==> config.mk <==
export PLATFORM = sky130hd
export DESIGN_NAME = indexed_linked_list_manager
export DESIGN_NICKNAME = d
export VERILOG_FILES = /design/src/ill_pkg.sv /design/src/indexed_linked_list_manager.sv /design/src/ill_ctrl.sv /design/src/ill_dpath.sv
export SDC_FILE = /design/constraint.sdc
export NUM_CORES = 2
export LEC_CHECK = 0
export ABC_AREA = 1
export BUFFER_PORTS_ARGS = -buffer_cell sky130_fd_sc_hd__buf_4
export CORE_AREA = 2 2 266 334
export DETAILED_ROUTE_END_ITERATION = 7
export DIE_AREA = 0 0 268 336
export PLACE_DENSITY = 0.71
export SLEW_MARGIN = 20
export SYNTH_ARGS = -nofsm -noshare
export SYNTH_HDL_FRONTEND = slang
export SYNTH_SLANG_ARGS = --single-unit
==> constraint.sdc <==
create_clock -name clk -period 4.9 [get_ports clk]
set_clock_uncertainty 0.05 [all_clocks]
set_input_delay 0.735 -clock clk [delete_from_list [all_inputs] [get_ports clk]]
set_output_delay 0.735 -clock clk [all_outputs]
set_load 0.02 [all_outputs]
==> src/ill_pkg.sv <==
`default_nettype none
package ill_pkg;
	localparam logic [2:0] OP_APPEND = 3'd0;
	localparam logic [2:0] OP_INS_AFTER = 3'd1;
	localparam logic [2:0] OP_INS_BEFORE = 3'd2;
	localparam logic [2:0] OP_REMOVE = 3'd3;
	localparam logic [2:0] OP_REMOVE_TAIL = 3'd4;
	localparam logic [2:0] OP_READ = 3'd5;

	localparam logic [1:0] ST_OK = 2'd0;
	localparam logic [1:0] ST_FULL = 2'd1;
	localparam logic [1:0] ST_EMPTY = 2'd2;
	localparam logic [1:0] ST_DEAD = 2'd3;

	// controller to datapath
	typedef struct packed {
		logic capture;   // latch request and read entry at pos / tail
		logic link;      // read next free-stack link
		logic commit;    // write updated links and registers
	} ill_cmd_t;
endpackage
`default_nettype wire

==> src/indexed_linked_list_manager.sv <==
// Doubly linked list over a fixed table of SLOTS entries with a free stack
// threaded through the next links. One operation per input transaction
// (append, insert after/before, remove slot, remove tail, read) and exactly
// one output transaction per input, reporting status, the touched slot, its
// value and links, and head, tail and count after the operation. Link value
// SLOTS means none. The result reaches the output register through the
// steps read free-stack link, decide and commit; the next input is taken in
// the cycle after the result has moved into the output register, so a new
// input is not accepted while the last one is still in flight.
// A stalled sink holds the commit step until the output register drains.
`default_nettype none
module indexed_linked_list_manager
	import ill_pkg::*;
#(
	parameter int SLOTS = 16,
	parameter int VALUE_BITS = 32
) (
	input wire logic clk,
	input wire logic arst_n,
	input wire logic s_tvalid,
	output logic s_tready,
	input wire logic [39:0] s_tdata,  // op[2:0], pos[6:3], value[38:7], zero fill
	output logic m_tvalid,
	input wire logic m_tready,
	output logic [63:0] m_tdata  // status, slot, value_out, prev_out, next_out,
	                              // head_pos, tail_pos, count
);
	ill_cmd_t cmd;
	logic in_fire, out_load, out_busy;
	logic [1:0] r_status;
	logic [4:0] r_slot, r_prev, r_next, r_head, r_tail, r_count;
	logic [31:0] r_value;
	logic [63:0] out_q;
	logic out_valid_q;

	assign in_fire = s_tvalid && s_tready;
	// output register busy unless empty or being drained this cycle
	assign out_busy = out_valid_q && !m_tready;

	ill_ctrl u_ctrl (
		.clk(clk), .arst_n(arst_n), .in_fire(in_fire), .out_busy(out_busy),
		.in_ready(s_tready), .out_load(out_load), .cmd(cmd)
	);

	ill_dpath #(.SLOTS(SLOTS), .VALUE_BITS(VALUE_BITS)) u_dpath (
		.clk(clk), .arst_n(arst_n), .cmd(cmd),
		.op(s_tdata[2:0]), .pos(s_tdata[6:3]), .value(s_tdata[38:7]),
		.r_status(r_status), .r_slot(r_slot), .r_value(r_value),
		.r_prev(r_prev), .r_next(r_next), .r_head(r_head),
		.r_tail(r_tail), .r_count(r_count)
	);

	always_ff @(posedge clk or negedge arst_n) begin
		if (!arst_n) begin
			out_valid_q <= 1'b0;
		end else if (out_load) begin
			out_valid_q <= 1'b1;
		end else if (m_tready) begin
			out_valid_q <= 1'b0;
		end
	end

	always_ff @(posedge clk) begin
		if (out_load) begin
			out_q <= {r_count, r_tail, r_head, r_next, r_prev, r_value,
				r_slot, r_status};
		end
	end

	assign m_tvalid = out_valid_q;
	assign m_tdata = out_q;
endmodule
`default_nettype wire

==> src/ill_ctrl.sv <==
`default_nettype none
module ill_ctrl
	import ill_pkg::*;
(
	input wire logic clk,
	input wire logic arst_n,
	input wire logic in_fire,
	input wire logic out_busy,
	output logic in_ready,
	output logic out_load,
	output ill_cmd_t cmd
);
	localparam logic [1:0] S_IDLE = 2'd0;
	localparam logic [1:0] S_LINK = 2'd1;
	localparam logic [1:0] S_COMMIT = 2'd2;
	localparam logic [1:0] S_WAIT = 2'd3;

	logic [1:0] state_q;

	assign in_ready = (state_q == S_IDLE);
	assign cmd.capture = in_fire;
	assign cmd.link = (state_q == S_LINK);
	assign cmd.commit = (state_q == S_WAIT) && !out_busy;
	assign out_load = cmd.commit;

	always_ff @(posedge clk or negedge arst_n) begin
		if (!arst_n) begin
			state_q <= S_IDLE;
		end else begin
			case (state_q)
				S_IDLE: if (in_fire) state_q <= S_LINK;
				S_LINK: state_q <= S_COMMIT;
				S_COMMIT: state_q <= S_WAIT;
				S_WAIT: if (!out_busy) state_q <= S_IDLE;
				default: state_q <= S_IDLE;
			endcase
		end
	end

	a_commit_not_idle: assert property (@(posedge clk) disable iff (!arst_n)
		cmd.commit |-> !in_ready) else $error("commit while idle");
	a_link_after_fire: assert property (@(posedge clk) disable iff (!arst_n)
		in_fire |=> cmd.link) else $error("link step missed");
	a_one_cmd: assert property (@(posedge clk) disable iff (!arst_n)
		$onehot0({cmd.capture, cmd.link, cmd.commit})) else $error("commands overlap");
endmodule
`default_nettype wire

==> src/ill_dpath.sv <==
`default_nettype none
module ill_dpath
	import ill_pkg::*;
#(
	parameter int SLOTS = 16,
	parameter int VALUE_BITS = 32
) (
	input wire logic clk,
	input wire logic arst_n,
	input wire ill_cmd_t cmd,
	input wire logic [2:0] op,
	input wire logic [3:0] pos,
	input wire logic [31:0] value,
	output logic [1:0] r_status,
	output logic [4:0] r_slot,
	output logic [31:0] r_value,
	output logic [4:0] r_prev,
	output logic [4:0] r_next,
	output logic [4:0] r_head,
	output logic [4:0] r_tail,
	output logic [4:0] r_count
);
	localparam int IW = $clog2(SLOTS);
	localparam int LW = $clog2(SLOTS + 1);
	localparam logic [LW-1:0] NONE = LW'(SLOTS);

	// link and value stores: next links are loaded with i+1 at reset so the
	// free stack starts as the whole table in index order
	logic [LW-1:0] next_q [SLOTS];
	logic [LW-1:0] prev_q [SLOTS];
	logic [VALUE_BITS-1:0] val_q [SLOTS];
	logic [SLOTS-1:0] occ_q;
	logic [LW-1:0] head_q, tail_q, free_q, cnt_q;

	logic [2:0] op_q;
	logic [LW-1:0] tgt_q, nb_q, x_next_q, x_prev_q, new_q;
	logic [VALUE_BITS-1:0] val_in_q, x_val_q;
	logic tgt_live_q;

	function automatic logic live(input logic [LW-1:0] x, input logic [SLOTS-1:0] o);
		live = (x < LW'(SLOTS)) && o[x[IW-1:0]];
	endfunction

	// capture: pick target, read its entry
	logic [LW-1:0] tgt_c;
	always_comb begin
		tgt_c = (op == OP_REMOVE_TAIL) ? tail_q : LW'(pos);
	end

	always_ff @(posedge clk) begin
		if (cmd.capture) begin
			op_q <= op;
			tgt_q <= tgt_c;
			val_in_q <= VALUE_BITS'(value);
			tgt_live_q <= live(tgt_c, occ_q);
			new_q <= free_q;
			if (tgt_c < LW'(SLOTS)) begin
				x_next_q <= next_q[tgt_c[IW-1:0]];
				x_prev_q <= prev_q[tgt_c[IW-1:0]];
				x_val_q <= val_q[tgt_c[IW-1:0]];
			end else begin
				x_next_q <= NONE;
				x_prev_q <= NONE;
				x_val_q <= '0;
			end
		end
		if (cmd.link) begin
			nb_q <= (free_q < LW'(SLOTS)) ? next_q[free_q[IW-1:0]] : NONE;
		end
	end

	// decision
	logic ins, full, empty_c, ok;
	always_comb begin
		ins = (op_q == OP_APPEND) || (op_q == OP_INS_AFTER) || (op_q == OP_INS_BEFORE);
		full = (free_q >= LW'(SLOTS));
		empty_c = (cnt_q == '0) || (head_q >= LW'(SLOTS));
		ok = 1'b0;
		r_status = ST_OK;
		if (ins) begin
			if (full) r_status = ST_FULL;
			else if (op_q != OP_APPEND && !tgt_live_q) r_status = ST_DEAD;
			else ok = 1'b1;
		end else if (op_q == OP_REMOVE || op_q == OP_REMOVE_TAIL) begin
			if (empty_c) r_status = ST_EMPTY;
			else if (!tgt_live_q) r_status = ST_DEAD;
			else ok = 1'b1;
		end else if (op_q == OP_READ) begin
			if (!tgt_live_q) r_status = ST_DEAD;
			else ok = 1'b1;
		end
	end

	logic rd, rm;
	assign rd = ok && (op_q == OP_READ);
	assign rm = ok && (op_q == OP_REMOVE || op_q == OP_REMOVE_TAIL);
	assign r_slot = !ok ? NONE : (ins ? new_q : tgt_q);
	assign r_value = 32'((rd || rm) ? x_val_q : '0);
	assign r_prev = 5'(rd ? x_prev_q : NONE);
	assign r_next = 5'(rd ? x_next_q : NONE);

	// post-operation head, tail, count
	logic [LW-1:0] head_n, tail_n, cnt_n;
	always_comb begin
		head_n = head_q;
		tail_n = tail_q;
		cnt_n = cnt_q;
		if (ok && ins) begin
			cnt_n = cnt_q + 1'b1;
			if (op_q == OP_APPEND) begin
				if (tail_q >= LW'(SLOTS)) head_n = new_q;
				tail_n = new_q;
			end else if (op_q == OP_INS_AFTER) begin
				if (x_next_q >= LW'(SLOTS)) tail_n = new_q;
			end else begin
				if (x_prev_q >= LW'(SLOTS)) head_n = new_q;
			end
		end else if (rm) begin
			cnt_n = cnt_q - 1'b1;
			if (x_prev_q >= LW'(SLOTS)) head_n = x_next_q;
			if (x_next_q >= LW'(SLOTS)) tail_n = x_prev_q;
		end
	end
	assign r_head = 5'(head_n);
	assign r_tail = 5'(tail_n);
	assign r_count = 5'(cnt_n);

	// commit: links (up to three entries), control registers
	always_ff @(posedge clk or negedge arst_n) begin
		if (!arst_n) begin
			head_q <= NONE;
			tail_q <= NONE;
			free_q <= '0;
			cnt_q <= '0;
			occ_q <= '0;
			for (int i = 0; i < SLOTS; i++) next_q[i] <= LW'(i + 1);
		end else if (cmd.commit) begin
			head_q <= head_n;
			tail_q <= tail_n;
			cnt_q <= cnt_n;
			if (ok && ins) begin
				free_q <= nb_q;
				occ_q[new_q[IW-1:0]] <= 1'b1;
				if (op_q == OP_APPEND) begin
					next_q[new_q[IW-1:0]] <= NONE;
					if (tail_q < LW'(SLOTS)) next_q[tail_q[IW-1:0]] <= new_q;
				end else if (op_q == OP_INS_AFTER) begin
					next_q[new_q[IW-1:0]] <= x_next_q;
					next_q[tgt_q[IW-1:0]] <= new_q;
				end else begin
					next_q[new_q[IW-1:0]] <= tgt_q;
					if (x_prev_q < LW'(SLOTS)) next_q[x_prev_q[IW-1:0]] <= new_q;
				end
			end else if (rm) begin
				if (x_prev_q < LW'(SLOTS)) next_q[x_prev_q[IW-1:0]] <= x_next_q;
				next_q[tgt_q[IW-1:0]] <= free_q;
				free_q <= tgt_q;
				occ_q[tgt_q[IW-1:0]] <= 1'b0;
			end
		end
	end

	always_ff @(posedge clk) begin
		if (cmd.commit) begin
			if (ok && ins) begin
				val_q[new_q[IW-1:0]] <= val_in_q;
				if (op_q == OP_APPEND) begin
					prev_q[new_q[IW-1:0]] <= tail_q;
				end else if (op_q == OP_INS_AFTER) begin
					prev_q[new_q[IW-1:0]] <= tgt_q;
					if (x_next_q < LW'(SLOTS)) prev_q[x_next_q[IW-1:0]] <= new_q;
				end else begin
					prev_q[new_q[IW-1:0]] <= x_prev_q;
					prev_q[tgt_q[IW-1:0]] <= new_q;
				end
			end else if (rm) begin
				if (x_next_q < LW'(SLOTS)) prev_q[x_next_q[IW-1:0]] <= x_prev_q;
			end
		end
	end

	a_count_occ: assert property (@(posedge clk) disable iff (!arst_n)
		$countones(occ_q) == int'(cnt_q)) else $error("count disagrees with occupancy");
	a_empty_ends: assert property (@(posedge clk) disable iff (!arst_n)
		(cnt_q == '0) |-> (head_q == NONE && tail_q == NONE)) else $error("empty list has ends");
	a_free_dead: assert property (@(posedge clk) disable iff (!arst_n)
		(free_q < LW'(SLOTS)) |-> !occ_q[free_q[IW-1:0]]) else $error("free top is live");
endmodule
`default_nettype wire
# Word level (Yosys, flattened, before mapping)
# Memories as Yosys holds them, arrays and structs flattened. A register that Yosys moved wholly into a read port is not among the register bits.
# Index checks and enable logic that the tools add are counted.
op_classes:
  n_addsub: 2
  multipliers: 0
  div: 0
  n_lt_le_gt_ge: 25
  n_eq_ne: 11
  n_shift: 0
  mux: 110
  bitwise: 15
  reduce_logical: 33
ops:
  columns: ["operator", "count"]
  rows:
  - ["$mux W80", 10]
  - ["$bwmux W80", 7]
  - ["$mux W5", 31]
  - ["$demux W5 S4", 4]
  - ["$and A64 B64 Y64", 1]
  - ["$not A64 Y64", 1]
  - ["$ge A5 B5 Y1 const B", 11]
  - ["$bmux W5 S4", 2]
  - ["$mux W1", 40]
  - ["$mux W16", 2]
  - ["$or A16 B16 Y16", 2]
  - ["$not A4 Y5", 6]
  - ["$lt A5 B5 Y1 const B", 5]
  - ["$lt A5 B1 Y1 const B", 4]
  - ["$mux W2", 9]
  - ["$and A16 B16 Y16", 1]
  - ["$not A16 Y16", 1]
  - ["$lt A4 B5 Y1 const B", 3]
  - ["$logic_and A1 B1 Y1", 14]
  - ["$eq A3 B3 Y1 const B", 3]
  - ["$demux W1 S4", 2]
  - ["$ge A4 B1 Y1 const B", 2]
  - ["$pmux W2 S4", 1]
  - ["$eq A3 B2 Y1 const B", 2]
  - ["other kinds (19)", 32]
word_totals:
  ff_bits: 239
  latch_bits: 0
  ram_bits: 592
  romBits: 0
  input_bits: 44
  out_inout_bits: 66
  elab_cells: 232
  n_memories: 2
memory_table:
  columns: ["name", "depth", "word_bits", "rd", "rd_ports_with_merged_regs", "wr", "line_no", "rtl"]
  rows:
  - ["u_dpath.val_q", 16, 32, 1, 1, 1, "ill_dpath.sv:31", "logic [VALUE_BITS-1:0] val_q [SLOTS];"]
  - ["u_dpath.prev_q", 16, 5, 1, 1, 2, "ill_dpath.sv:30", "logic [LW-1:0] prev_q [SLOTS];"]

# Logic depth before layout (Yosys ltp)
logic_depth:
  word_depth: 13
  mapped_depth: 14
  depth_no_buf: 13

# Modules after synthesis
# From an unflattened synthesis, not the netlist that was laid out.
unflattened:
  hier_cells: 5711
  area_unflattened_um2: 46922.5
by_module_without_submodules:
  columns: ["mod", "n_inst", "cells_per_inst", "area_each_um2"]
  rows:
  - ["ill_dpath", 1, 5614, 44757.9]
  - ["indexed_linked_list_manager", 1, 72, 1975.6]
  - ["ill_ctrl", 1, 25, 188.9]

# Least setup slack after synthesis
# Ideal clock, no wire load.
synth_path:
  path_kind: "in2reg"
  start: "in m_tready"
  end: "reg out_q[0], in the netlist m_tdata[0], enable pin"
  setup_time_ns: 0.454
  t_arrival_ns: 3.367
  setup_slack_ns: 1.029
  path_stages: 5
  path_buffers: 3
  path_cell_list: "inv_1 -> a21oi_1 -> buf_4 -> buf_4 -> clkbuf_1"
synth_via:
  elab_chain_cells: 4
synth_lines:
  columns: ["item", "line_no", "rtl"]
  rows:
  - ["start: declaration", "indexed_linked_list_manager.sv:24", "input wire logic m_tready,"]
  - ["$logic_not A1 Y1", "indexed_linked_list_manager.sv:38", "assign out_busy = out_valid_q && !m_tready;"]
  - ["$logic_and A1 B1 Y1", "indexed_linked_list_manager.sv:38", null]
  - ["$logic_not A1 Y1", "ill_ctrl.sv:23", "assign cmd.commit = (state_q == S_WAIT) && !out_busy;"]
  - ["$logic_and A1 B1 Y1", "ill_ctrl.sv:23", null]
  - ["named net out_load", "indexed_linked_list_manager.sv:29", "logic in_fire, out_load, out_busy;"]
  - ["end signal: assignment", "indexed_linked_list_manager.sv:65", "out_q <= {r_count, r_tail, r_head, r_next, r_prev, r_value,"]
  - ["end: declaration", "indexed_linked_list_manager.sv:33", "logic [63:0] out_q;"]
# The timed path passes the listed nets, and every way through them passes these cells.
# A chain may end at the register's enable or synchronous reset.

==> metrics list <==
* Sw power: 5.47 mW
- The routed design has 159 mm of wire.
- Post-synth ARST share: 0.137
* Ordered list of cells on the worst path: nor2_4, nand2_2, nand2_1, nand2_8, nor2_2, nand2_1, nand2_2, buf_4, nand3_2, o21ai_0
- Layout cell share with drive strength beyond 1: 0.0886
* Path category of the worst min-delay check: input pin to flip-flop
* Maximum clock path buffer count: 3
- Capturing instance or port of the critical path: u_dpath.prev_q[10][1]
- Clock tree synthesis inserted a total of 89 buffers.
- Die X: 268 µm
- Unrepaired setup endpoints after global routing: no
* GRT Residual Overflow: 0
- The number of global-route vias before repair is about 39,000.
* Outcome: finished, violations left
- Summed instance area of the synthesized netlist: between 40,000 and 50,000 µm²
- Critical path class: flip-flop to flip-flop
* # nets final: 5,747
- Leaving out fill and tap cells, the most frequent cell in the layout is sky130_fd_sc_hd__nand2_1.
- Summed over all nets, the half-perimeter wirelength after detailed placement is 94.4 mm.
- In this run the count of I/O pins placed on the die edge is between 100 and 150.
- Number of iterations in the first detailed-routing pass: 8
* Insertion delay of the later-clocked pin in the worst-skew pair: 700 ps
* Post-CTS clock slew at the launch and capture registers of the worst setup and hold paths: 60 ps
- Worst-margin pin slew: 1170 ps
- In this design, the stage delay of the slowest critical-path cell is between 500 and 600 ps.
- The worst setup path is captured at a flip-flop.
* Area growth from synthesis to layout: 10.8%
- During placement, the flow inserted port buffers numbering 108.
- Placed insts: ~6,800
- Final Wtd Congestion: 1.02
- Number of remaining DRC errors: 2
- Counting cells, the worst reg-to-reg path comes to 10.
- At the worst endpoint, the required time is 5170 ps.
- Buffer type at the clock tree root: sky130_fd_sc_hd__clkbuf_16
* Category of cells accounting for the largest share of critical-path delay: simple AND/OR/NAND/NOR gates
- Number of cells in the finished layout apart from fillers: 6,940
* Final number of hold-violating endpoints: 0
- Share of the clock period used by the worst path: 0.734
- TritonCTS clock tree: built
- Stages on the worst setup path: 10
- Measured against its own limit, the worst slew margin works out to 0.217.
* Fmax: around 0.28 GHz
- In the final layout, the multi-input gates occupy 17,300 µm².
- Summing over every cut layer, the via total after detailed routing is around 42,000.
- Startpoint class of the critical path: flip-flop
* Setup slack of the critical path after layout: 1300 ps
- Of all cell types, the one taking the most synthesized area is sky130_fd_sc_hd__edfxtp_1.
- EDFF count, synth: 749
- The total area inside the core boundary comes to just under 90,000 µm².
- Wire length of the first global-routing pass: approximately 240 mm
- Post CTS Setup Buffer Count: 0
- Of the total power, the clock network draws 0.377.
- DIE HEIGHT: 336 µm
- Slowest stage cell, crit path: sky130_fd_sc_hd__nand2_2
- Final std cell area, no fill: between 50,000 and 60,000 µm²
- Of all nets on the critical path, the largest fanout is 49.
- In this run the power density over the cells is about 360 nW/µm².
- Global Route Usage Sum: 0.352
- Final count of pins violating max slew: 0
* Total of flip-flops plus latches after synthesis: 868
- Crit path from: u_dpath.op_q[1]
* Number of fill cells: ~7,400
- Together, buffers and inverters on the worst path number 1.
- Max-cap violations in this run came to 0.
- The sequential cells in the finished layout cover a total of 25,500 µm².
* Number of nets produced by synthesis: slightly below 6,000
- The share of the Yosys chip area taken by registers is 0.538.
* Initial Util: 0.547
* Final TNS setup: 0 ps
* Failing checks: design-rule violations
- Startpoint of the worst register-to-register path: u_dpath.op_q[1]
- Share of power burned in combinational logic: 0.152
* Post-route antenna net violation count: 0
* Synth top area cells: sky130_fd_sc_hd__edfxtp_1, sky130_fd_sc_hd__nand2_1, sky130_fd_sc_hd__nand3_1
* Number of library cell types mapped by synthesis: 39
- Share of the core filled with cells in the final layout: 0.605
* Post-synthesis cell count: 5,760
* Endpoint of the worst-slack reg-to-reg timing path: u_dpath.prev_q[10][1]
- Counting every sink on the clock net gives 868.
* Flip-flop cell with the highest count after synthesis: sky130_fd_sc_hd__edfxtp_1
* Fraction of power spent switching nets: 0.288
- Pleak: 22.5 nW
- CTS built an H-tree with a depth of 3.
* Internal power consumption: 13.5 mW
- After detailed placement, the total cell area comes to 49,500 µm².
- Minimum clock period after layout: roughly 3600 ps
- Avg Cell Area, Syn: 8.23 µm²
- The die covers about 90,000 µm².
* Post-cts sizing count: 0
- Dividing the detail-routed wire length by the instance count gives roughly 23 µm.
- Using the TritonRoute via totals, the vias-per-cell ratio works out to between 6 and 7.
- First-iteration detailed-routing DRC count: 5,480
- Count of endpoints failing setup in the final report: 0
- The share of synthesized area in the top cell type comes to 0.474.
- In this run the core area contains 121 standard-cell rows.
* Setup slack of the most critical reg-to-reg path: between 1000 and 1500 ps
* Most frequent cells in the layout: sky130_fd_sc_hd__nand2_1, sky130_fd_sc_hd__nand3_1, sky130_fd_sc_hd__inv_1
- Data arrival at the endpoint of the critical path: 3870 ps
- Antenna violations before repair: 1
- Entering global routing, the biggest net connects approximately 100 pins.
* Sequential group share of total power: 0.471
* CTS Hold Buffers Added: 1
- IR analysis of the VDD net gives a maximum drop of roughly 0.00036 V.
- The Yosys step of the flow raised 0 warnings.
* Minimum setup slack after placement: 1180 ps
metrics by stage:
stage / power (mW) / hold slack [ps]
finish: 19.0 / 167
global route: 19.5 / 158
CTS: 18.9 / 141
detailed placement: 11.9 / 419
global placement: 11.8 / 415
floorplan: 10.7 / 389
flip-flops by register name (all words and copies together) (netlist names):
name / count
u_dpath.next_q: 80
u_dpath.tail_q: 5
u_dpath.val_in_q: 32
m_tdata: 64
u_dpath.nb_q: 5
u_dpath.x_val_q: 32
u_dpath.free_q: 5
u_dpath.cnt_q: 5
u_dpath.head_q: 5
u_dpath.val_q: 512
u_dpath.prev_q: 80
u_ctrl.state_q: 2
u_dpath.x_next_q: 5
m_tvalid: 1
u_dpath.op_q: 3
u_dpath.tgt_q: 5
u_dpath.x_prev_q: 5
u_dpath.new_q: 5
u_dpath.tgt_live_q: 1
u_dpath.occ_q: 16
metal layers:
metal,track usage,vias up,share of wire
met5,0,-,0
li1,-,19035,-
met4,0.250,0,0.083
met2,0.557,2714,0.45
met3,0.0694,781,0.11
met1,0.431,19516,0.36
worst min path at each step:
stage,from,to,cells past startpoint,slack [ps]
2_1_floorplan,arst_n,m_tvalid,0,390
3_3_place_gp,u_dpath.head_q[0],u_dpath.head_q[0],2,410
3_5_place_dp,u_dpath.next_q[14],u_dpath.next_q[14],2,420
4_1_cts,s_tdata[8],u_dpath.val_in_q[1],1,140
5_1_grt,s_tdata[8],u_dpath.val_in_q[1],1,160
6_report,s_tdata[8],u_dpath.val_in_q[1],1,170
worst register-to-register path, stage by stage, from the launching register on:
cell                       delay (ps)
sky130_fd_sc_hd__edfxtp_1         480
sky130_fd_sc_hd__nor2_4           260
sky130_fd_sc_hd__nand2_2          160
sky130_fd_sc_hd__nand2_1          290
sky130_fd_sc_hd__nand2_8          280
sky130_fd_sc_hd__nor2_2           200
sky130_fd_sc_hd__nand2_1          100
sky130_fd_sc_hd__nand2_2          560
sky130_fd_sc_hd__buf_4            330
sky130_fd_sc_hd__nand3_2          180
sky130_fd_sc_hd__o21ai_0          340
cells by family (layout without fill, tap and decap cells):
| kind of cell | Yosys count | in the layout | share of synthesized area |
|---|---|---|---|
| flip-flops | 868 | 868 | 0.538 |
| other | 0 | 2 | 0 |
| adder cells (fa/ha/maj) | 7 | 7 | 0.00185 |
| AO/OA/AOI/OAI | 770 | 770 | 0.0936 |
| buffers and inverters | 1241 | 1251 | 0.102 |
| AND/OR/NAND/NOR | 2870 | 2870 | 0.264 |
| XOR/XNOR | 4 | 4 | 0.000739 |
cells in the mapped netlist (26+ instances only):
| master | n |
|---|---|
| sky130_fd_sc_hd__a31oi_1 | 61 |
| sky130_fd_sc_hd__o211ai_1 | 170 |
| sky130_fd_sc_hd__nor2_2 | 28 |
| sky130_fd_sc_hd__edfxtp_1 | 749 |
| sky130_fd_sc_hd__nand3_1 | 1092 |
| sky130_fd_sc_hd__buf_1 | 39 |
| sky130_fd_sc_hd__clkbuf_1 | 241 |
| sky130_fd_sc_hd__nor2_1 | 184 |
| sky130_fd_sc_hd__dfstp_2 | 35 |
| sky130_fd_sc_hd__dfrtp_1 | 84 |
| sky130_fd_sc_hd__a21oi_1 | 234 |
| sky130_fd_sc_hd__buf_2 | 92 |
| sky130_fd_sc_hd__nand4_1 | 26 |
| sky130_fd_sc_hd__nand2_1 | 1489 |
| sky130_fd_sc_hd__inv_1 | 836 |
| sky130_fd_sc_hd__o21ai_0 | 283 |
power groups by stage:
stage          Combinational, mW  Sequential (mW)  Clock [mW]
6_report                    2.88             8.94        7.16
3_5_place_dp                2.80             9.07           0
4_1_cts                     2.81             8.93        7.19
2_1_floorplan               1.52             9.14           0
3_3_place_gp                2.76             9.06           0
5_1_grt                     3.06             8.96        7.45
area by class of cell:
type,count,area share
antenna,2,0.0000953
clock buffer,109,0.0444
tap,1168,0.0278
timing repair buffer,228,0.0374
multi-input combinational,3651,0.329
clock inverter,56,0.0137
inverter,858,0.0614
sequential,868,0.486
(Power assumes the default switching activity.)
